`config.mk`:
```
export PLATFORM = sky130hd
export DESIGN_NAME = cpp_mul
export DESIGN_NICKNAME = d
export VERILOG_FILES = /design/src/rtl/core/cpp_mul.sv
export SDC_FILE = /design/constraint.sdc
export NUM_CORES = 2
export LEC_CHECK = 0
export ABC_AREA = 1
export BUFFER_PORTS_ARGS = -buffer_cell sky130_fd_sc_hd__buf_4
export CAP_MARGIN = 25
export CORE_MARGIN = 3
export CORE_UTILIZATION = 35
export CTS_CLUSTER_DIAMETER = 150
export CTS_CLUSTER_SIZE = 8
export DETAILED_ROUTE_END_ITERATION = 12
export PLACE_DENSITY_LB_ADDON = 0.3
export SKIP_CTS_REPAIR_TIMING = 1
export SYNTH_ARGS = -nofsm -noshare
export SYNTH_HDL_FRONTEND = slang
export SYNTH_SLANG_ARGS = --single-unit
```
`constraint.sdc`:
```
create_clock -name aclk -period 6.69 [get_ports aclk]
set_clock_uncertainty 0.05 [all_clocks]
set_input_delay 0.3345 -clock aclk [delete_from_list [all_inputs] [get_ports aclk]]
set_output_delay 0.3345 -clock aclk [all_outputs]
set_load 0.005 [all_outputs]
```
`src/rtl/core/cpp_mul.sv`:
```
`timescale 1ns / 1ps
// cpp_mul: shared 33x32 multiplier with a registered product.
// Depends on nothing; operands are chosen by the sequencer.
module cpp_mul (
    input  logic        aclk,
    input  logic [32:0] mul_a,
    input  logic [31:0] mul_b,
    output logic [64:0] mul_p
);

    logic [64:0] prod_reg;

    always_ff @(posedge aclk) begin
        prod_reg <= {32'd0, mul_a} * {33'd0, mul_b};
    end

    assign mul_p = prod_reg;

endmodule

```
==> out/metrics.cfg <==
[status]
outcome=finished clean

[critical_path]
start_kind=input pin
path_class=in -> reg
crit_slowest_cell=fa_1
critPathCaptureType=register
required_ns=6.87
crit_path_frequent_cell=fa_1
worstPathArrival_ns=6.63
cp_max_fo=10
cp_slowest_stage_delay_ns=0.56

[timing]
setup_viol=0
slew_viol_final=0
fin_crit_ns=6.451
slew_headroom=0.6967
holdWs_ns=0.3516
tightest_slew_ns=0.4515
rsz0062_at_grt=true
hold_violations=0
clock.fmax_ghz=0.1550
finalCritPeriodShare=0.9643
tns_ns=0

[clocking]
cts_max_level=3
cts_buffers=9
cts_root_buf=clkbuf_16
cts_sinks=65
clk_pin_slew_ns=0.07
clock_path_buffers=2
cts_tree=done

[drt]
vias=30100
drt-initial-drc-count=1671
routed_wl_um=108100
drtPass1Iterations=5
wl_per_cell_um=16.15
drt-vias-per-instance=4.499
drcViolationCount=0
drtAntennaViolNets=0

[floorplan]
ioPinCount=131
start_util=0.3546
die_area_um2=112900
design.core.area_um2=107500
die_x_um=336.0
die_h_um=336.0
rows=120

[finish]
layout-drive-gt1-share=0.08988
nets=6536
area_delta_synth_final_pct=11.89
fin_util=0.3968
largest_reg_flops=65
final_area_um2=42650

[grt]
antenna_found_initial=2
grt_pass1_wl_um=177200
grt_max_degree=34
grt_pass1_vias=32510
grt_overflow_total=0
track_usage=0.1994

[yosys]
synthArstFlopShare=0
synthCells=5095
synth_cell_types=27
ys.flop_type=dfxtp_1
ys_seq_area_frac=0.03414
synth-seq-cells=65
synth_edf_count=0
yosys_warnings=0
syn-num-nets=6351
synth_area_um2=38120
syn_area_per_cell_um2=7.482

[placed_design]
dp_hpwl_um=98240
placed_area_um2=42270
numPortBuffers=130
gp_congestion=0.8954

[min_path]
hold_class=in -> reg

[job]
maxCapViolCount=0

[final timing paths]
| kind | startpoint | end | cells after the start |
|---|---|---|---|
| worst min-delay path | mul_b[0] | mul_p[0]$_DFF_P_ | 3 |
| worst max-delay path | mul_a[20] | mul_p[43]$_DFF_P_ | 26 |
[cells in the mapped netlist, drive strengths merged (3+ instances only)]
| master | number | area, um^2 |
|---|---|---|
| clkbuf | 226 | 848.3 |
| xor2 | 32 | 280.3 |
| o21ai | 3 | 15.01 |
| a21oi | 41 | 205.2 |
| nand4 | 13 | 81.33 |
| ha | 264 | 3303 |
| nor3 | 15 | 116.4 |
| xnor2 | 4 | 35.03 |
| nor2 | 116 | 483.0 |
| nand2 | 1626 | 6151 |
| dfxtp | 65 | 1301 |
| inv | 1691 | 6347 |
| o21bai | 8 | 63.81 |
| fa | 926 | 18540 |
| nand3 | 61 | 330.3 |
[routing by layer]
layer	up-vias	wire length, um	global-route usage
met5	-	0	0
met4	0	1731	0.03368
met3	95	4302	0.01239
met2	615	55620	0.3638
met1	15200	46440	0.2635
li1	14200	-	-
[cell usage in the layout, fill, tap and decap left out, types with 2 or more instances in the layout]
cell type	instances
inv_1	1689
nand2_1	1605
fa_1	926
buf_4	376
ha_1	263
nor2_1	97
dfxtp_1	65
nand3_1	56
a21oi_1	39
xor2_1	32
nand2_2	21
buf_12	19
nor2_2	16
nand4_1	13
clkbuf_16	9
nor3_1	8
o21bai_1	7
buf_6	6
nand3_2	5
xnor2_1	4
nor3_2	4
diode_2	3
o21ai_0	3
nor2_4	3
nor3_4	3
inv_6	3
inv_2	2
a21oi_2	2
[worst max-delay path: cells and delay by family]
| kind | cells | cell delay [ns] |
|---|---|---|
| and+or+nand+nor | 10 | 1.23 |
| buffers and inverters | 7 | 0.66 |
| adders and majority gates | 9 | 4.40 |
[area by class of cell]
type	count	area [um^2]
Sequential cell	65	1301
Clock buffer	9	225.2
Clock inverter	7	83.83
Antenna cell	3	7.507
Inverter	1692	6351
Fill cell	11260	64850
Tap cell	1403	1755
Timing Repair Buffer	401	3271
Multi-Input combinational cell	3111	29660
[metrics by stage]
| step | setup slack (ns) | cells |
|---|---|---|
| 2_1_floorplan | 0.2744 | 5095 |
| 3_3_place_gp | -0.2134 | 6672 |
| 3_5_place_dp | -0.1965 | 6672 |
| 4_1_cts | 0.1438 | 6688 |
| 5_1_grt | -0.01370 | 6690 |
| 6_report | 0.2389 | 6691 |
[cells by family after synthesis]
family / count (synthesis) / share of synthesized area
flops: 65 / 0.03414
simple gates: 1833 / 0.1882
compound gates: 52 / 0.007451
buf+inv: 1919 / 0.1890
fa+ha+maj: 1190 / 0.5730
xor+xnor: 36 / 0.008271
Power is not shown: default switching activity piles up to over one toggle a cycle in this logic, so the estimate is an artifact.
