## src/rtl/core/cpp_pkg.sv

```systemverilog
`timescale 1ns / 1ps
// cpp_pkg: shared types, register indexes and constants of the cliquet path payoff block.
// No dependencies; cpp_div, cpp_seq and cliquet_path_payoff take names from here by scope.
package cpp_pkg;

    localparam int VALUE_WIDTH_DEF = 32;

    // configuration register indexes
    localparam logic [2:0] REG_OPTION_KIND     = 3'd0;
    localparam logic [2:0] REG_REDEMPTION_MODE = 3'd1;
    localparam logic [2:0] REG_STRIKE_RATIO    = 3'd2;
    localparam logic [2:0] REG_COUPON_CEILING  = 3'd3;
    localparam logic [2:0] REG_COUPON_BASE     = 3'd4;
    localparam logic [2:0] REG_TOTAL_CEILING   = 3'd5;
    localparam logic [2:0] REG_TOTAL_BASE      = 3'd6;
    localparam logic [2:0] REG_ACCRUED_AMOUNT  = 3'd7;

    // vanilla payoff kinds; any other code acts as straddle
    localparam logic [1:0] KIND_CALL = 2'd0;
    localparam logic [1:0] KIND_PUT  = 2'd1;

    // ln2 in Q4.28
    localparam logic signed [33:0] LN2_Q28 = 34'sd186065279;

    localparam logic [31:0] STRIKE_RESET = 32'h0100_0000;
    localparam logic [31:0] ALL32        = 32'hFFFF_FFFF;
    localparam logic [39:0] MAX40        = 40'hFF_FFFF_FFFF;

    typedef struct packed {
        logic [1:0]  option_kind;
        logic        redemption_mode;
        logic [31:0] strike_ratio;
        logic [31:0] coupon_ceiling;
        logic [31:0] coupon_base;
        logic [31:0] total_ceiling;
        logic [31:0] total_base;
        logic [31:0] accrued_amount;
    } cfg_t;

    typedef struct packed {
        logic        start;
        logic [63:0] dividend;
        logic [31:0] divisor;
    } div_req_t;

    typedef struct packed {
        logic        done;
        logic        busy;
        logic [31:0] quotient;
    } div_rsp_t;

endpackage

```

## src/rtl/core/cpp_div.sv

```systemverilog
`timescale 1ns / 1ps
// cpp_div: bit-serial restoring divider, 64 by 32 bits, one quotient bit per cycle.
// Quotients that do not fit 32 bits saturate to all ones. Uses cpp_pkg request and response types.
module cpp_div (
    input  logic              aclk,
    input  logic              aresetn,
    input  cpp_pkg::div_req_t div_req,
    output cpp_pkg::div_rsp_t div_rsp
);

    logic        busy_reg;
    logic        done_reg;
    logic [4:0]  cnt_reg;
    logic [31:0] rem_reg;
    logic [31:0] dq_reg;
    logic [31:0] dvs_reg;
    logic [32:0] trial;
    logic        fits;

    assign trial = {rem_reg, dq_reg[31]};
    assign fits  = trial >= {1'b0, dvs_reg};

    always_ff @(posedge aclk) begin
        if (!aresetn) begin
            busy_reg <= 1'b0;
            done_reg <= 1'b0;
            cnt_reg  <= '0;
        end else begin
            done_reg <= 1'b0;
            if (div_req.start) begin
                if (div_req.dividend[63:32] >= div_req.divisor) begin
                    // quotient overflows: saturate
                    done_reg <= 1'b1;
                end else begin
                    busy_reg <= 1'b1;
                    cnt_reg  <= '0;
                end
            end else if (busy_reg) begin
                cnt_reg <= cnt_reg + 5'd1;
                if (cnt_reg == 5'd31) begin
                    busy_reg <= 1'b0;
                    done_reg <= 1'b1;
                end
            end
        end
    end

    always_ff @(posedge aclk) begin
        if (div_req.start) begin
            rem_reg <= div_req.dividend[63:32];
            dvs_reg <= div_req.divisor;
            if (div_req.dividend[63:32] >= div_req.divisor) begin
                dq_reg <= cpp_pkg::ALL32;
            end else begin
                dq_reg <= div_req.dividend[31:0];
            end
        end else if (busy_reg) begin
            rem_reg <= fits ? 32'(trial - {1'b0, dvs_reg}) : trial[31:0];
            dq_reg  <= {dq_reg[30:0], fits};
        end
    end

    assign div_rsp.done     = done_reg;
    assign div_rsp.busy     = busy_reg;
    assign div_rsp.quotient = dq_reg;

endmodule

```

## config.mk

```make
export PLATFORM = sky130hd
export DESIGN_NAME = cpp_div
export DESIGN_NICKNAME = d
export VERILOG_FILES = /design/src/rtl/core/cpp_pkg.sv /design/src/rtl/core/cpp_div.sv
export SDC_FILE = /design/constraint.sdc
export NUM_CORES = 1
export LEC_CHECK = 0
export BUFFER_PORTS_ARGS = -buffer_cell sky130_fd_sc_hd__buf_2
export CAP_MARGIN = 25
export CORE_MARGIN = 3
export CORE_UTILIZATION = 57
export DETAILED_ROUTE_END_ITERATION = 12
export HOLD_SLACK_MARGIN = 0.08
export PLACE_DENSITY = 0.82
export SYNTH_ARGS = -nofsm -noshare
export SYNTH_HDL_FRONTEND = slang
export SYNTH_SLANG_ARGS = --single-unit
```

## constraint.sdc

```tcl
create_clock -name aclk -period 4.4 [get_ports aclk]
set_clock_uncertainty 0.1 [all_clocks]
set_input_delay 0.44 -clock aclk [delete_from_list [all_inputs] [get_ports aclk]]
set_output_delay 0.44 -clock aclk [all_outputs]
set_load 0.1 [all_outputs]
```

==> impl_results.md <==
* Final period util at 82.7%
* DR vias/cell at 5.84
* Sum of negative setup slack at 0 ns
* Fillers at 962
* Number of CTS-inserted buffers at 9
* Vertical die dimension at 118 um
* Largest net degree at the start of global routing at 106
* CTS tree: built
* Number of flops mapped to enable cells by yosys at 96
* RSZ-0062 raised after global routing: false
* Static power due to leakage at 3.77 nW
* Multi-input gate area in the final layout at 3730 um^2
* Count of pins on the block boundary at 133
* Antenna violation net count after detailed routing at 0
* Netlist Area Pre-Place at 7190 um^2
* Area share of the largest cell type after synthesis at 40.1%
* Share of the core filled with cells at 68.3%
* Final Critical Period at 3.64 ns
* Slew @ Worst Pin at 1.04 ns
* Worst VDD drop at 0.000316 V
* Die footprint at 14000 um^2
* Power per Cell Area at 564 nW/um^2
* Wire length per cell after detailed routing at 16.7 um
* Root Buffer: sky130_fd_sc_hd__clkbuf_16
* Yosys warns at 0
* #FFs+latches synth at 103
* Critical Path, Cell by Cell: ha_1 -> a21o_1 -> a21oi_1 -> nor3_1 -> o31ai_2 -> a31oi_2 -> o21ai_4 -> buf_12 -> nor2_1 -> a211oi_1 -> a21oi_1
* Latest clock arrival within the worst-skew pair at 0.35 ns
* Cell count after placement at 1030
* Final hold viol count at 0
* Max Clock Freq at 275 MHz
* Most frequent cells in the layout: sky130_fd_sc_hd__buf_2, sky130_fd_sc_hd__a21oi_1, sky130_fd_sc_hd__edfxtp_1, sky130_fd_sc_hd__inv_1, sky130_fd_sc_hd__ha_1
* Type of the setup path with the least slack: flip-flop to flip-flop
* Detailed-route via count at 6115
* Status: completed
* Vias in the first global route at 5852
* Initial antenna violation count at 1
* Headroom to the max-slew limit at 30.9%
* Biggest fanout along the worst timing path at 47
* Startpoint type of the worst setup path: flip-flop
* Quantity of I/O buffers inserted on ports at 132
* Most common cell type on the critical path: sky130_fd_sc_hd__a21oi_1
* Clock-pin slew on the worst setup and hold paths at 0.07 ns
* WP data required at 4.35 ns
* Cell types occupying the most area after synthesis: sky130_fd_sc_hd__edfxtp_1, sky130_fd_sc_hd__ha_1, sky130_fd_sc_hd__a21oi_1
* CTS Hold Bufs at 0
* Count of different cell masters after synthesis at 67
* Most used DFF post-synth: sky130_fd_sc_hd__edfxtp_1
* # DRC at 0
* Sequential element share of the synthesized area at 42.1%
* Global-route wire length before repair at 28300 um
* Overflow after GRT at 0
* Setup-failing EPs final at 0
* Row cnt at 40
* CTS sink count at 103
* Worst path top cell family by delay: compound AO/OA/AOI/OAI gates
* Area leader, netlist: sky130_fd_sc_hd__edfxtp_1
* Core Area at 12200 um^2
* Area of all sequential standard cells at 3020 um^2
* Synthesized Nets at 927
* Peak per-stage delay on the critical path at 0.43 ns
* Overall global routing resource usage at 24.7%
* Worst Path Arrival at 3.59 ns
* Iteration-0 DRC Markers at 463
* Post-CTS setup buffer count at 0
* Slew Viols, Final at 0
* Level count of the clock H-tree at 3
* Cell count after synthesis at 761
* Most common cell after layout, fill and taps aside: sky130_fd_sc_hd__buf_2
* Synth-to-Final Area Change at 15.6%
* DIE WIDTH at 118 um
* Share of layout cells above drive strength 1 at 20.4%
* Launch point of the worst path: rem_reg[5]
* Average footprint of a synthesized cell at 9.45 um^2
* Slowest-stage cell, CP: sky130_fd_sc_hd__o21ai_4
* Effective utilization at floorplan at 59.1%
* Async set-reset flop share out of synthesis at 0%
* Hold path startpoint: div_req[2]
* Setup crit end kind: flip-flop
* Detailed-route wire length at 17500 um
* Worst-case clock buffer depth at 2
* Worst Path Buf+Inv at 1
* Final #Nets at 1039
* Half-perimeter wire length of the detailed placement result at 13000 um
* Worst hold-check path type: primary input to flip-flop
* Final non-filler cell total at 1047
* Worst reg2reg startpoint: rem_reg[5]
* Number of iterations in the first detailed-routing pass at 5
* Post-cts gate resize count at 0
* Final weighted congestion in routability-driven placement at 0.906
* Max-cap check violation count at 0
final timing paths:
path                              endpoint  slack (ns)  cells past startpoint
worst max-delay path            rem_reg[0]        0.76                     11
worst min-delay path            dvs_reg[2]        0.17                      1
worst max register to register  rem_reg[0]        0.76                     11
worst min register to register  cnt_reg[3]        0.41                      2
layout make-up:
cell class,count,share of cell area (%)
Multi-Input combinational cell,545,44.9
Clock inverter,5,1.04
Sequential cell,103,36.4
Tap cell,168,2.53
Antenna cell,1,0.0301
Clock buffer,11,2.80
Inverter,76,3.43
Timing Repair Buffer,138,8.92
cells in the mapped netlist (3+ instances only):
master / instances
sky130_fd_sc_hd__a211o_1: 4
sky130_fd_sc_hd__a211oi_1: 7
sky130_fd_sc_hd__a21boi_0: 3
sky130_fd_sc_hd__a21o_1: 32
sky130_fd_sc_hd__a21oi_1: 113
sky130_fd_sc_hd__a221o_1: 4
sky130_fd_sc_hd__a22oi_1: 3
sky130_fd_sc_hd__a31oi_1: 4
sky130_fd_sc_hd__and2_1: 3
sky130_fd_sc_hd__and3_1: 6
sky130_fd_sc_hd__buf_2: 5
sky130_fd_sc_hd__clkbuf_1: 29
sky130_fd_sc_hd__dfxtp_1: 7
sky130_fd_sc_hd__edfxtp_1: 96
sky130_fd_sc_hd__ha_1: 66
sky130_fd_sc_hd__inv_1: 75
sky130_fd_sc_hd__mux2_2: 15
sky130_fd_sc_hd__mux2i_1: 6
sky130_fd_sc_hd__nand2_1: 49
sky130_fd_sc_hd__nand2b_1: 5
sky130_fd_sc_hd__nand3_1: 14
sky130_fd_sc_hd__nand4_1: 14
sky130_fd_sc_hd__nor2_1: 55
sky130_fd_sc_hd__nor2b_1: 6
sky130_fd_sc_hd__nor3_1: 9
sky130_fd_sc_hd__nor3b_1: 3
sky130_fd_sc_hd__nor4b_1: 3
sky130_fd_sc_hd__o211ai_1: 4
sky130_fd_sc_hd__o21a_1: 10
sky130_fd_sc_hd__o21ai_0: 41
sky130_fd_sc_hd__o21bai_1: 3
sky130_fd_sc_hd__or2_2: 3
sky130_fd_sc_hd__xnor2_1: 11
sky130_fd_sc_hd__xor2_1: 14
power breakdown:
part           switching, W  total [W]  internal (W)
registers         0.0000993    0.00142       0.00132
clock network      0.000372   0.000878      0.000506
logic               0.00148    0.00239      0.000907
logic make-up after synthesis:
family                   Yosys count  synth area share (%)
XOR/XNOR                          25                  3.05
AO/OA/AOI/OAI                    253                  21.9
flip-flops                       103                  42.1
multiplexers                      21                  3.19
adder cells (fa/ha/maj)           67                  11.8
AND/OR/NAND/NOR                  179                  11.9
buffers and inverters            113                  6.20
stage by stage:
step / hold slack [ns] / instance area, um^2 / power [W] / setup slack [ns]
after floorplan: 0.375 / 7190 / 0.00328 / 0.932
after global placement: 0.389 / 7960 / 0.00372 / 0.825
after detailed placement: 0.402 / 7990 / 0.00377 / 0.866
after CTS: 0.162 / 8310 / 0.00467 / 0.820
after global routing: 0.159 / 8310 / 0.00498 / 0.575
final: 0.172 / 8310 / 0.00469 / 0.761
worst register-to-register path: stages (launching register included):
cell                       delay (ns)
sky130_fd_sc_hd__edfxtp_1        0.42
sky130_fd_sc_hd__ha_1            0.39
sky130_fd_sc_hd__a21o_1          0.21
sky130_fd_sc_hd__a21oi_1         0.25
sky130_fd_sc_hd__nor3_1          0.12
sky130_fd_sc_hd__o31ai_2         0.39
sky130_fd_sc_hd__a31oi_2         0.25
sky130_fd_sc_hd__o21ai_4         0.43
sky130_fd_sc_hd__buf_12          0.28
sky130_fd_sc_hd__nor2_1          0.09
sky130_fd_sc_hd__a211oi_1        0.30
sky130_fd_sc_hd__a21oi_1         0.11
metal layers:
metal | share of wire, % | GRT usage [%] | vias to the layer above
met5 | 0 | 0 | -
met4 | 1.4 | 4.98 | 0
met3 | 7.3 | 6.89 | 19
met2 | 48 | 41.5 | 216
met1 | 43 | 32.2 | 2879
li1 | - | - | 3001
(Power assumes the default switching activity.)
