[config.mk]
export PLATFORM = sky130hd
export DESIGN_NAME = cpp_seq
export DESIGN_NICKNAME = d
export VERILOG_FILES = /design/src/rtl/core/cpp_pkg.sv /design/src/rtl/core/cpp_seq.sv
export SDC_FILE = /design/constraint.sdc
export NUM_CORES = 2
export LEC_CHECK = 0
export BUFFER_PORTS_ARGS = -buffer_cell sky130_fd_sc_hd__buf_2
export CELL_PAD_IN_SITES_DETAIL_PLACEMENT = 1
export CELL_PAD_IN_SITES_GLOBAL_PLACEMENT = 2
export CORE_ASPECT_RATIO = 0.8
export CORE_MARGIN = 2
export CORE_UTILIZATION = 35
export DETAILED_ROUTE_END_ITERATION = 10
export PLACE_DENSITY_LB_ADDON = 0.1
export SETUP_SLACK_MARGIN = 0.02
export SKIP_LAST_GASP = 1
export SYNTH_ARGS = -nofsm -noshare
export SYNTH_HDL_FRONTEND = slang
export SYNTH_SLANG_ARGS = --single-unit
export TNS_END_PERCENT = 50
[constraint.sdc]
create_clock -name aclk -period 15.27 [get_ports aclk]
set_input_delay 1.527 -clock aclk [delete_from_list [all_inputs] [get_ports aclk]]
set_output_delay 1.527 -clock aclk [all_outputs]
set_load 0.05 [all_outputs]
[src/rtl/core/cpp_pkg.sv]
`timescale 1ns / 1ps
// cpp_pkg: shared types, register indexes and constants of the cliquet path payoff block.
// No dependencies; cpp_div, cpp_seq and cliquet_path_payoff take names from here by scope.
package cpp_pkg;

    localparam int VALUE_WIDTH_DEF = 32;

    // configuration register indexes
    localparam logic [2:0] REG_OPTION_KIND     = 3'd0;
    localparam logic [2:0] REG_REDEMPTION_MODE = 3'd1;
    localparam logic [2:0] REG_STRIKE_RATIO    = 3'd2;
    localparam logic [2:0] REG_COUPON_CEILING  = 3'd3;
    localparam logic [2:0] REG_COUPON_BASE     = 3'd4;
    localparam logic [2:0] REG_TOTAL_CEILING   = 3'd5;
    localparam logic [2:0] REG_TOTAL_BASE      = 3'd6;
    localparam logic [2:0] REG_ACCRUED_AMOUNT  = 3'd7;

    // vanilla payoff kinds; any other code acts as straddle
    localparam logic [1:0] KIND_CALL = 2'd0;
    localparam logic [1:0] KIND_PUT  = 2'd1;

    // ln2 in Q4.28
    localparam logic signed [33:0] LN2_Q28 = 34'sd186065279;

    localparam logic [31:0] STRIKE_RESET = 32'h0100_0000;
    localparam logic [31:0] ALL32        = 32'hFFFF_FFFF;
    localparam logic [39:0] MAX40        = 40'hFF_FFFF_FFFF;

    typedef struct packed {
        logic [1:0]  option_kind;
        logic        redemption_mode;
        logic [31:0] strike_ratio;
        logic [31:0] coupon_ceiling;
        logic [31:0] coupon_base;
        logic [31:0] total_ceiling;
        logic [31:0] total_base;
        logic [31:0] accrued_amount;
    } cfg_t;

    typedef struct packed {
        logic        start;
        logic [63:0] dividend;
        logic [31:0] divisor;
    } div_req_t;

    typedef struct packed {
        logic        done;
        logic        busy;
        logic [31:0] quotient;
    } div_rsp_t;

endpackage

[src/rtl/core/cpp_seq.sv]
`timescale 1ns / 1ps
// cpp_seq: step sequencer and path state; drives the shared multiplier and divider.
// Depends on cpp_pkg (cfg_t, divider request and response types, constants).
module cpp_seq #(
    parameter int VALUE_WIDTH = cpp_pkg::VALUE_WIDTH_DEF
) (
    input  logic              aclk,
    input  logic              aresetn,
    input  cpp_pkg::cfg_t     cfg,
    input  logic              in_valid,
    output logic              in_ready,
    input  logic              path_start,
    input  logic [31:0]       start_level,
    input  logic [31:0]       prior_fixing,
    input  logic [31:0]       log_step,
    input  logic              fixing_here,
    input  logic [31:0]       discount_factor,
    input  logic              path_end,
    input  logic              out_free,
    output logic              res_valid,
    output logic [31:0]       res_value,
    output logic              res_cap,
    output cpp_pkg::div_req_t div_req,
    input  cpp_pkg::div_rsp_t div_rsp,
    output logic [32:0]       mul_a,
    output logic [31:0]       mul_b,
    input  logic [64:0]       mul_p
);

    localparam logic [39:0] VMAX = (VALUE_WIDTH >= 32) ? 40'h00_FFFF_FFFF
                                 : ((40'd1 << VALUE_WIDTH) - 40'd1);

    localparam logic [3:0] ST_IDLE    = 4'd0;
    localparam logic [3:0] ST_RED     = 4'd1;
    localparam logic [3:0] ST_T_MUL   = 4'd2;
    localparam logic [3:0] ST_T_RCP   = 4'd3;
    localparam logic [3:0] ST_T_QUO   = 4'd4;
    localparam logic [3:0] ST_L_MUL   = 4'd5;
    localparam logic [3:0] ST_L_SHIFT = 4'd6;
    localparam logic [3:0] ST_V_MUL   = 4'd7;
    localparam logic [3:0] ST_V_DIV   = 4'd8;
    localparam logic [3:0] ST_V_WAIT  = 4'd9;
    localparam logic [3:0] ST_C_MUL   = 4'd10;
    localparam logic [3:0] ST_C_ACC   = 4'd11;
    localparam logic [3:0] ST_FIN     = 4'd12;
    localparam logic [3:0] ST_E_MUL   = 4'd13;
    localparam logic [3:0] ST_OUT     = 4'd14;

    logic [3:0]         state_reg;
    logic [31:0]        level_reg;
    logic [31:0]        fix_lvl_reg;
    logic               known_reg;
    logic [31:0]        total_reg;
    logic [39:0]        disc_reg;
    logic               capped_reg;
    logic signed [33:0] r_reg;
    logic signed [4:0]  k_reg;
    logic [32:0]        term_reg;
    logic [33:0]        sum_reg;
    logic [3:0]         i_reg;
    logic [31:0]        c_reg;
    logic               fix_here_reg;
    logic               end_reg;
    logic [31:0]        df_reg;

    logic        take;
    logic        cap_on;
    logic [5:0]  shamt;
    logic [63:0] grown;
    logic [31:0] lvl_grow;
    logic [32:0] rcp_m;
    logic [5:0]  rcp_sh;
    logic [64:0] rcp_q;
    logic [63:0] strike_amt;
    logic [63:0] spot_amt;
    logic [63:0] payoff;
    logic [31:0] c_floor;
    logic [31:0] c_lim;
    logic [32:0] red_sum;
    logic [31:0] red_tot;
    logic [31:0] room;
    logic [31:0] c_room;
    logic [32:0] cpn_sum;
    logic [40:0] disc_sum;
    logic [31:0] end_base;
    logic [39:0] end_raw;
    logic [39:0] end_val;

    assign in_ready = state_reg == ST_IDLE;
    assign take     = in_valid && in_ready;
    assign cap_on   = cfg.total_ceiling != cpp_pkg::ALL32;

    // level growth: product shifted by 31 - k, clamped to [1, 2^32-1]
    assign shamt    = 6'd31 - {k_reg[4], k_reg};
    assign grown    = mul_p[63:0] >> shamt;
    assign lvl_grow = (|grown[63:32]) ? cpp_pkg::ALL32
                    : (grown[31:0] == 32'd0) ? 32'd1 : grown[31:0];

    // series term / i as (term * m) >> s, exact for any term below 2^32
    always_comb begin
        case (i_reg)
            4'd1:    begin rcp_m = 33'h1_0000_0000; rcp_sh = 6'd32; end
            4'd2:    begin rcp_m = 33'h1_0000_0000; rcp_sh = 6'd33; end
            4'd3:    begin rcp_m = 33'h1_5555_5556; rcp_sh = 6'd34; end
            4'd4:    begin rcp_m = 33'h1_0000_0000; rcp_sh = 6'd34; end
            4'd5:    begin rcp_m = 33'h1_9999_999A; rcp_sh = 6'd35; end
            4'd6:    begin rcp_m = 33'h1_5555_5556; rcp_sh = 6'd35; end
            4'd7:    begin rcp_m = 33'h1_2492_4925; rcp_sh = 6'd35; end
            4'd8:    begin rcp_m = 33'h1_0000_0000; rcp_sh = 6'd35; end
            4'd9:    begin rcp_m = 33'h1_C71C_71C8; rcp_sh = 6'd36; end
            4'd10:   begin rcp_m = 33'h1_9999_999A; rcp_sh = 6'd36; end
            4'd11:   begin rcp_m = 33'h1_745D_1746; rcp_sh = 6'd36; end
            default: begin rcp_m = 33'h1_5555_5556; rcp_sh = 6'd36; end
        endcase
    end

    assign rcp_q = mul_p >> rcp_sh;

    assign strike_amt = mul_p[63:0];
    assign spot_amt   = {8'd0, level_reg, 24'd0};
    always_comb begin
        case (cfg.option_kind)
            cpp_pkg::KIND_CALL: payoff = (spot_amt > strike_amt) ? spot_amt - strike_amt : '0;
            cpp_pkg::KIND_PUT:  payoff = (strike_amt > spot_amt) ? strike_amt - spot_amt : '0;
            default:            payoff = (spot_amt > strike_amt) ? spot_amt - strike_amt
                                                                 : strike_amt - spot_amt;
        endcase
    end

    // floor first, then cap
    assign c_floor = (div_rsp.quotient < cfg.coupon_base) ? cfg.coupon_base : div_rsp.quotient;
    assign c_lim   = (c_floor > cfg.coupon_ceiling) ? cfg.coupon_ceiling : c_floor;
    assign red_sum = {1'b0, total_reg} + {1'b0, c_lim};
    assign red_tot = red_sum[32] ? cpp_pkg::ALL32 : red_sum[31:0];
    assign room    = (cfg.total_ceiling > total_reg) ? cfg.total_ceiling - total_reg : '0;
    assign c_room  = (cap_on && c_lim > room) ? room : c_lim;
    assign cpn_sum = {1'b0, total_reg} + {1'b0, c_room};

    assign disc_sum = {1'b0, disc_reg} + {8'd0, mul_p[63:31]};

    assign end_base = (total_reg < cfg.total_base) ? cfg.total_base : total_reg;
    assign end_raw  = cfg.redemption_mode ? {7'd0, mul_p[63:31]} : disc_reg;
    assign end_val  = (end_raw > VMAX) ? VMAX : end_raw;

    always_comb begin
        mul_a = {1'b0, cfg.strike_ratio};
        mul_b = fix_lvl_reg;
        case (state_reg)
            ST_T_MUL: begin
                mul_a = term_reg;
                mul_b = {r_reg[27:0], 4'd0};
            end
            ST_T_RCP: begin
                mul_a = rcp_m;
                mul_b = mul_p[63:32];
            end
            ST_L_MUL: begin
                mul_a = {1'b0, level_reg};
                mul_b = sum_reg[32:1];
            end
            ST_C_MUL: begin
                mul_a = {1'b0, c_reg};
                mul_b = df_reg;
            end
            ST_E_MUL, ST_OUT: begin
                mul_a = {1'b0, end_base};
                mul_b = df_reg;
            end
            default: begin
                mul_a = {1'b0, cfg.strike_ratio};
                mul_b = fix_lvl_reg;
            end
        endcase
    end

    always_comb begin
        div_req.start    = (state_reg == ST_V_DIV);
        div_req.dividend = payoff;
        div_req.divisor  = fix_lvl_reg;
    end

    assign res_valid = (state_reg == ST_OUT) && out_free;
    assign res_value = end_val[31:0];
    assign res_cap   = capped_reg;

    always_ff @(posedge aclk) begin
        if (!aresetn) begin
            state_reg   <= ST_IDLE;
            level_reg   <= '0;
            fix_lvl_reg <= '0;
            known_reg   <= 1'b0;
            total_reg   <= '0;
            disc_reg    <= '0;
            capped_reg  <= 1'b0;
        end else begin
            unique case (state_reg)
                ST_IDLE: begin
                    if (take) begin
                        if (path_start) begin
                            level_reg   <= start_level;
                            fix_lvl_reg <= prior_fixing;
                            known_reg   <= prior_fixing != 32'd0;
                            total_reg   <= cfg.accrued_amount;
                            disc_reg    <= '0;
                            capped_reg  <= 1'b0;
                        end
                        state_reg <= ST_RED;
                    end
                end
                ST_RED: begin
                    // bring the log step into [0, ln2)
                    if (r_reg < 0) begin
                        state_reg <= ST_RED;
                    end else if (r_reg >= cpp_pkg::LN2_Q28) begin
                        state_reg <= ST_RED;
                    end else begin
                        state_reg <= ST_T_MUL;
                    end
                end
                ST_T_MUL: state_reg <= ST_T_RCP;
                ST_T_RCP: state_reg <= ST_T_QUO;
                ST_T_QUO: state_reg <= (i_reg == 4'd12) ? ST_L_MUL : ST_T_MUL;
                ST_L_MUL: state_reg <= ST_L_SHIFT;
                ST_L_SHIFT: begin
                    level_reg <= lvl_grow;
                    if (fix_here_reg || end_reg) begin
                        if (known_reg && fix_lvl_reg != 32'd0) begin
                            state_reg <= ST_V_MUL;
                        end else begin
                            fix_lvl_reg <= lvl_grow;
                            known_reg   <= 1'b1;
                            state_reg   <= ST_FIN;
                        end
                    end else begin
                        state_reg <= ST_FIN;
                    end
                end
                ST_V_MUL: state_reg <= ST_V_DIV;
                ST_V_DIV: state_reg <= ST_V_WAIT;
                ST_V_WAIT: begin
                    if (div_rsp.done) begin
                        if (cfg.redemption_mode) begin
                            if (cap_on && red_tot >= cfg.total_ceiling) begin
                                // pin at the cap and freeze the previous fixing
                                total_reg  <= cfg.total_ceiling;
                                capped_reg <= 1'b1;
                            end else begin
                                total_reg   <= red_tot;
                                fix_lvl_reg <= level_reg;
                                known_reg   <= 1'b1;
                            end
                            state_reg <= ST_FIN;
                        end else begin
                            total_reg <= cpn_sum[32] ? cpp_pkg::ALL32 : cpn_sum[31:0];
                            state_reg <= ST_C_MUL;
                        end
                    end
                end
                ST_C_MUL: state_reg <= ST_C_ACC;
                ST_C_ACC: begin
                    disc_reg <= disc_sum[40] ? cpp_pkg::MAX40 : disc_sum[39:0];
                    if (cap_on && total_reg >= cfg.total_ceiling) begin
                        capped_reg <= 1'b1;
                    end else begin
                        fix_lvl_reg <= level_reg;
                        known_reg   <= 1'b1;
                    end
                    state_reg <= ST_FIN;
                end
                ST_FIN: begin
                    if (!end_reg) begin
                        state_reg <= ST_IDLE;
                    end else begin
                        state_reg <= cfg.redemption_mode ? ST_E_MUL : ST_OUT;
                    end
                end
                ST_E_MUL: state_reg <= ST_OUT;
                ST_OUT: begin
                    if (out_free) begin
                        state_reg <= ST_IDLE;
                    end
                end
                default: state_reg <= ST_IDLE;
            endcase
        end
    end

    // datapath registers without reset
    always_ff @(posedge aclk) begin
        if (take) begin
            r_reg        <= {{2{log_step[31]}}, log_step};
            k_reg        <= '0;
            fix_here_reg <= fixing_here;
            end_reg      <= path_end;
            df_reg       <= discount_factor;
        end
        if (state_reg == ST_RED) begin
            if (r_reg < 0) begin
                r_reg <= r_reg + cpp_pkg::LN2_Q28;
                k_reg <= k_reg - 5'sd1;
            end else if (r_reg >= cpp_pkg::LN2_Q28) begin
                r_reg <= r_reg - cpp_pkg::LN2_Q28;
                k_reg <= k_reg + 5'sd1;
            end else begin
                term_reg <= 33'h1_0000_0000;
                sum_reg  <= 34'h1_0000_0000;
                i_reg    <= 4'd1;
            end
        end
        if (state_reg == ST_T_QUO) begin
            term_reg <= {1'b0, rcp_q[31:0]};
            sum_reg  <= sum_reg + {2'd0, rcp_q[31:0]};
            i_reg    <= i_reg + 4'd1;
        end
        if (state_reg == ST_V_WAIT && div_rsp.done) begin
            c_reg <= c_room;
        end
    end

`ifndef SYNTHESIS
    a_take_idle : assert property (@(posedge aclk) disable iff (!aresetn)
        take |=> state_reg == ST_RED)
        else $error("item taken outside idle");
    a_level_nonzero : assert property (@(posedge aclk) disable iff (!aresetn)
        state_reg == ST_FIN |-> level_reg != 32'd0)
        else $error("grown level is zero");
    a_div_free : assert property (@(posedge aclk) disable iff (!aresetn)
        div_req.start |-> !div_rsp.busy)
        else $error("divider started while busy");
    a_result_end : assert property (@(posedge aclk) disable iff (!aresetn)
        res_valid |-> end_reg)
        else $error("result on a step that is not a path end");
`endif

endmodule

==> results by group <==
Logic synthesis
  – Register area share after synthesis: 0.196
  – Synth cell types: 95
  – Mapped Avg Cell Area: ~7.8 um^2
  – FF+latch count, synth: 338
  – Post-synth ARST share: 0
  – Mapped cell area: around 42,000 um^2
  – Dominant synthesized flop cell: dfxtp_1
  – Synth warn: 0
  – EDFF count, synth: roughly 140
  – Mapped Nets: about 6,200
  – Cells after Synth: ~5,400

Setup path
  – Max incr delay on CP: approximately 0.90 ns
  – Critical Path Sink Type: register
  – Worst r2r src: total_reg[0]
  – CP Max Fanout: 66
  – CP Class: in2reg
  – FF-to-FF End: total_reg[30]
  – Startpoint Class: input pin
  – WP data arrival: approximately 14 ns
  – Highest-delay cell along the critical path: a41oi_4
  – Critical path required time: roughly 16 ns
  – Cell repeated most along the worst path: buf_4
  – R2R Setup Slk: between 4 and 5 ns
  – Reg2Reg Depth: 35

Pwr
  – Power density cells: between 100 and 150 nW/um^2
  – Lkg Pwr: 20.3 nW
  – VDD IR max: 0.0000861 V

Cells and area
  – Non-Filler Instances: between 7,000 and 8,000
  – Layout cells sized above 1: 0.186
  – Finished Cell Area: 47,500 um^2
  – Reg area: slightly above 8000 um^2
  – Area occupied by multi-input gates: slightly above 30,000 um^2
  – Fill cells: 14,400
  – P&R area growth vs syn: 14.3%
  – Max reg flops: 40
  – Final net count: between 6,000 and 7,000

Clock network
  – CTS H-tree lvls: 2
  – Clk root buf: clkbuf_16
  – Maximum clock path buffer count: 3
  – CTS tree: built
  – Clock sink count: around 340
  – Clock transition at path regs: ~0.06 ns
  – Post_cts resized: 0
  – CTS Hold Bufs: 0
  – Postcts setup bufs: 0
  – Clk_lat worst skew: around 0.64 ns
  – Cts bufs inserted: 44

Timing
  – Tcrit/Tclk final: 0.900
  – Final setup vio count: 0
  – Clk_skew: just under 0.06 ns
  – Post-layout min period: between 10 and 15 ns
  – Worst slew margin: 0.108
  – Final Slew Violations: 0
  – RSZ-0062 raised after global routing: false
  – Final WS setup: approximately 1.5 ns
  – Worst Tran Pin Value: 1.33 ns
  – Setup TNS: 0 ns
  – Final Hold Fails: 0
  – Final hold slack: 0.459 ns
  – Max frequency: ~0.073 GHz

Min path
  – Min-Delay Startpoint: term_reg[32]
  – Hold/Removal Path Class: reg2reg
  – Min-Delay Endpoint: term_reg[32]
  – Min-Delay Path Depth: 2

Placement
  – Placement Setup Slack: ~1.3 ns
  – Cells after DPL: 7,238
  – Port bufs: approximately 620
  – Routability Congestion: slightly below 1
  – Placed inst area: around 46,000 um^2
  – Post-DP HPWL: around 190,000 um

Floorplanning
  – Die ar.: about 120,000 um^2
  – Core area: around 120,000 um^2
  – Die H: about 310 um
  – Ports: around 630
  – Die width: about 400 um
  – Std cell rows: 112
  – Initial Util: 0.354

Drt
  – Aggregate routed wire length: approximately 230,000 um
  – Wire per inst: between 30 and 40 um
  – DRC Markers: 0
  – Final ANT Viol Nets: 0
  – First drt pass iteration count: 5
  – Via/cell ratio: between 6 and 7
  – Starting DRT DRC Count: between 5,000 and 6,000
  – Vias: 46,900

Global routing
  – Total global routing overflow: 0
  – Largest net degree at the start of global routing: 74
  – Global-route wire length before repair: 326,000 um
  – Tot GR Track Use: 0.363
  – Initial antenna violation count: 30
  – Vias in the first global route: about 44,000

Job
  – Maximum capacitance violations: 0

Run status
  – Status: complete, no violations
==> layout by cell type, fill, tap and decap left out, drive strengths merged, types with 69 or more instances in the layout <==
cell type,Yosys,final
buf,56,715
a21oi,528,528
nor2,413,413
ha,394,394
o21ai,376,376
nand2,375,375
inv,341,344
dfxtp,203,203
a21o,146,146
mux2,145,145
edfxtp,135,135
nand3,133,133
mux2i,106,106
a31oi,104,104
nor3,101,101
nand4,93,93
xnor2,93,93
and2,85,85
xor2,80,80
a221oi,78,78
nand2b,73,73
o211ai,69,69
a221o,69,69
a211oi,69,69
==> cell usage after synthesis, types with 43 or more instances <==
cell | count | area (um^2)
a221o_1 | 69 | 691
mux2_2 | 145 | 1630
mux2i_1 | 106 | 1060
nand2b_1 | 73 | 457
o21bai_1 | 43 | 323
nand3_1 | 133 | 666
nor2_1 | 413 | 1550
o211ai_1 | 69 | 518
dfxtp_1 | 203 | 4060
mux4_2 | 56 | 1260
edfxtp_1 | 135 | 4050
a21o_1 | 146 | 1100
nor4_1 | 43 | 269
a31oi_1 | 103 | 644
a21oi_1 | 526 | 2630
a221oi_1 | 76 | 666
nand4_1 | 93 | 582
and2_1 | 85 | 532
and3_1 | 61 | 382
xor2_1 | 80 | 701
xnor2_1 | 93 | 815
ha_1 | 394 | 4930
nand2_1 | 375 | 1410
clkbuf_1 | 314 | 1180
o31ai_1 | 49 | 368
nor3_1 | 101 | 505
o21ai_0 | 372 | 1860
a211oi_1 | 68 | 510
inv_1 | 340 | 1280
o21a_1 | 43 | 323
==> where the power goes <==
group	switching [mW]	leakage (nW)	internal, mW
clock	0.488	0.677	0.587
sequential	0.360	2.95	1.07
combinational	2.65	16.7	1.40
==> cell families after synthesis <==
kind of cell	Yosys count	synth area share
fa+ha+maj	400	0.122
flops	338	0.196
simple gates	1515	0.177
buf+inv	717	0.0667
mux	318	0.102
xor+xnor	173	0.0365
compound gates	1894	0.301
==> worst max-delay path by stage <==
stage                         from         endpoint  slack, ns  cells past startpoint
final                     cfg[101]        known_reg       1.53                     44
after detailed placement  cfg[102]        known_reg       1.28                     44
after global routing      cfg[102]        known_reg       0.78                     44
after floorplan           cfg[102]  fix_lvl_reg[18]       4.04                     46
after global placement    cfg[102]        known_reg       1.57                     44
after CTS                 cfg[102]  fix_lvl_reg[19]       1.85                     43
==> final cells by class <==
class                      count  area share
inverter                     346      0.0274
clock inverter                18     0.00406
clock buffer                  62      0.0253
sequential                   338       0.171
antenna                       10    0.000527
multi-input combinational   4300       0.650
timing repair buffer         715      0.0810
tap                         1539      0.0406
==> routing by layer <==
| layer | up-vias | track usage | part of all wire |
|---|---|---|---|
| met5 | - | 0 | 0.00012 |
| met4 | 6 | 0.0821 | 0.025 |
| met3 | 240 | 0.0945 | 0.11 |
| met2 | 2117 | 0.503 | 0.40 |
| met1 | 23600 | 0.552 | 0.47 |
| li1 | 21000 | - | - |
==> critical path: cells and delay by family <==
kind | cells | cell delay (ns)
muxes | 2 | 1.10
AOI/OAI and AO/OA | 18 | 5.93
buffers and inverters | 9 | 2.16
adders and majority gates | 4 | 1.24
and+or+nand+nor | 11 | 2.05
==> through the flow <==
stage	utilization	total power [mW]
final	0.405	6.56
after global placement	0.393	5.30
after global routing	0.405	6.86
after floorplan	-	3.94
after CTS	0.405	6.43
after detailed placement	0.393	5.33
No activity file was read; power rests on OpenSTA's default activity.
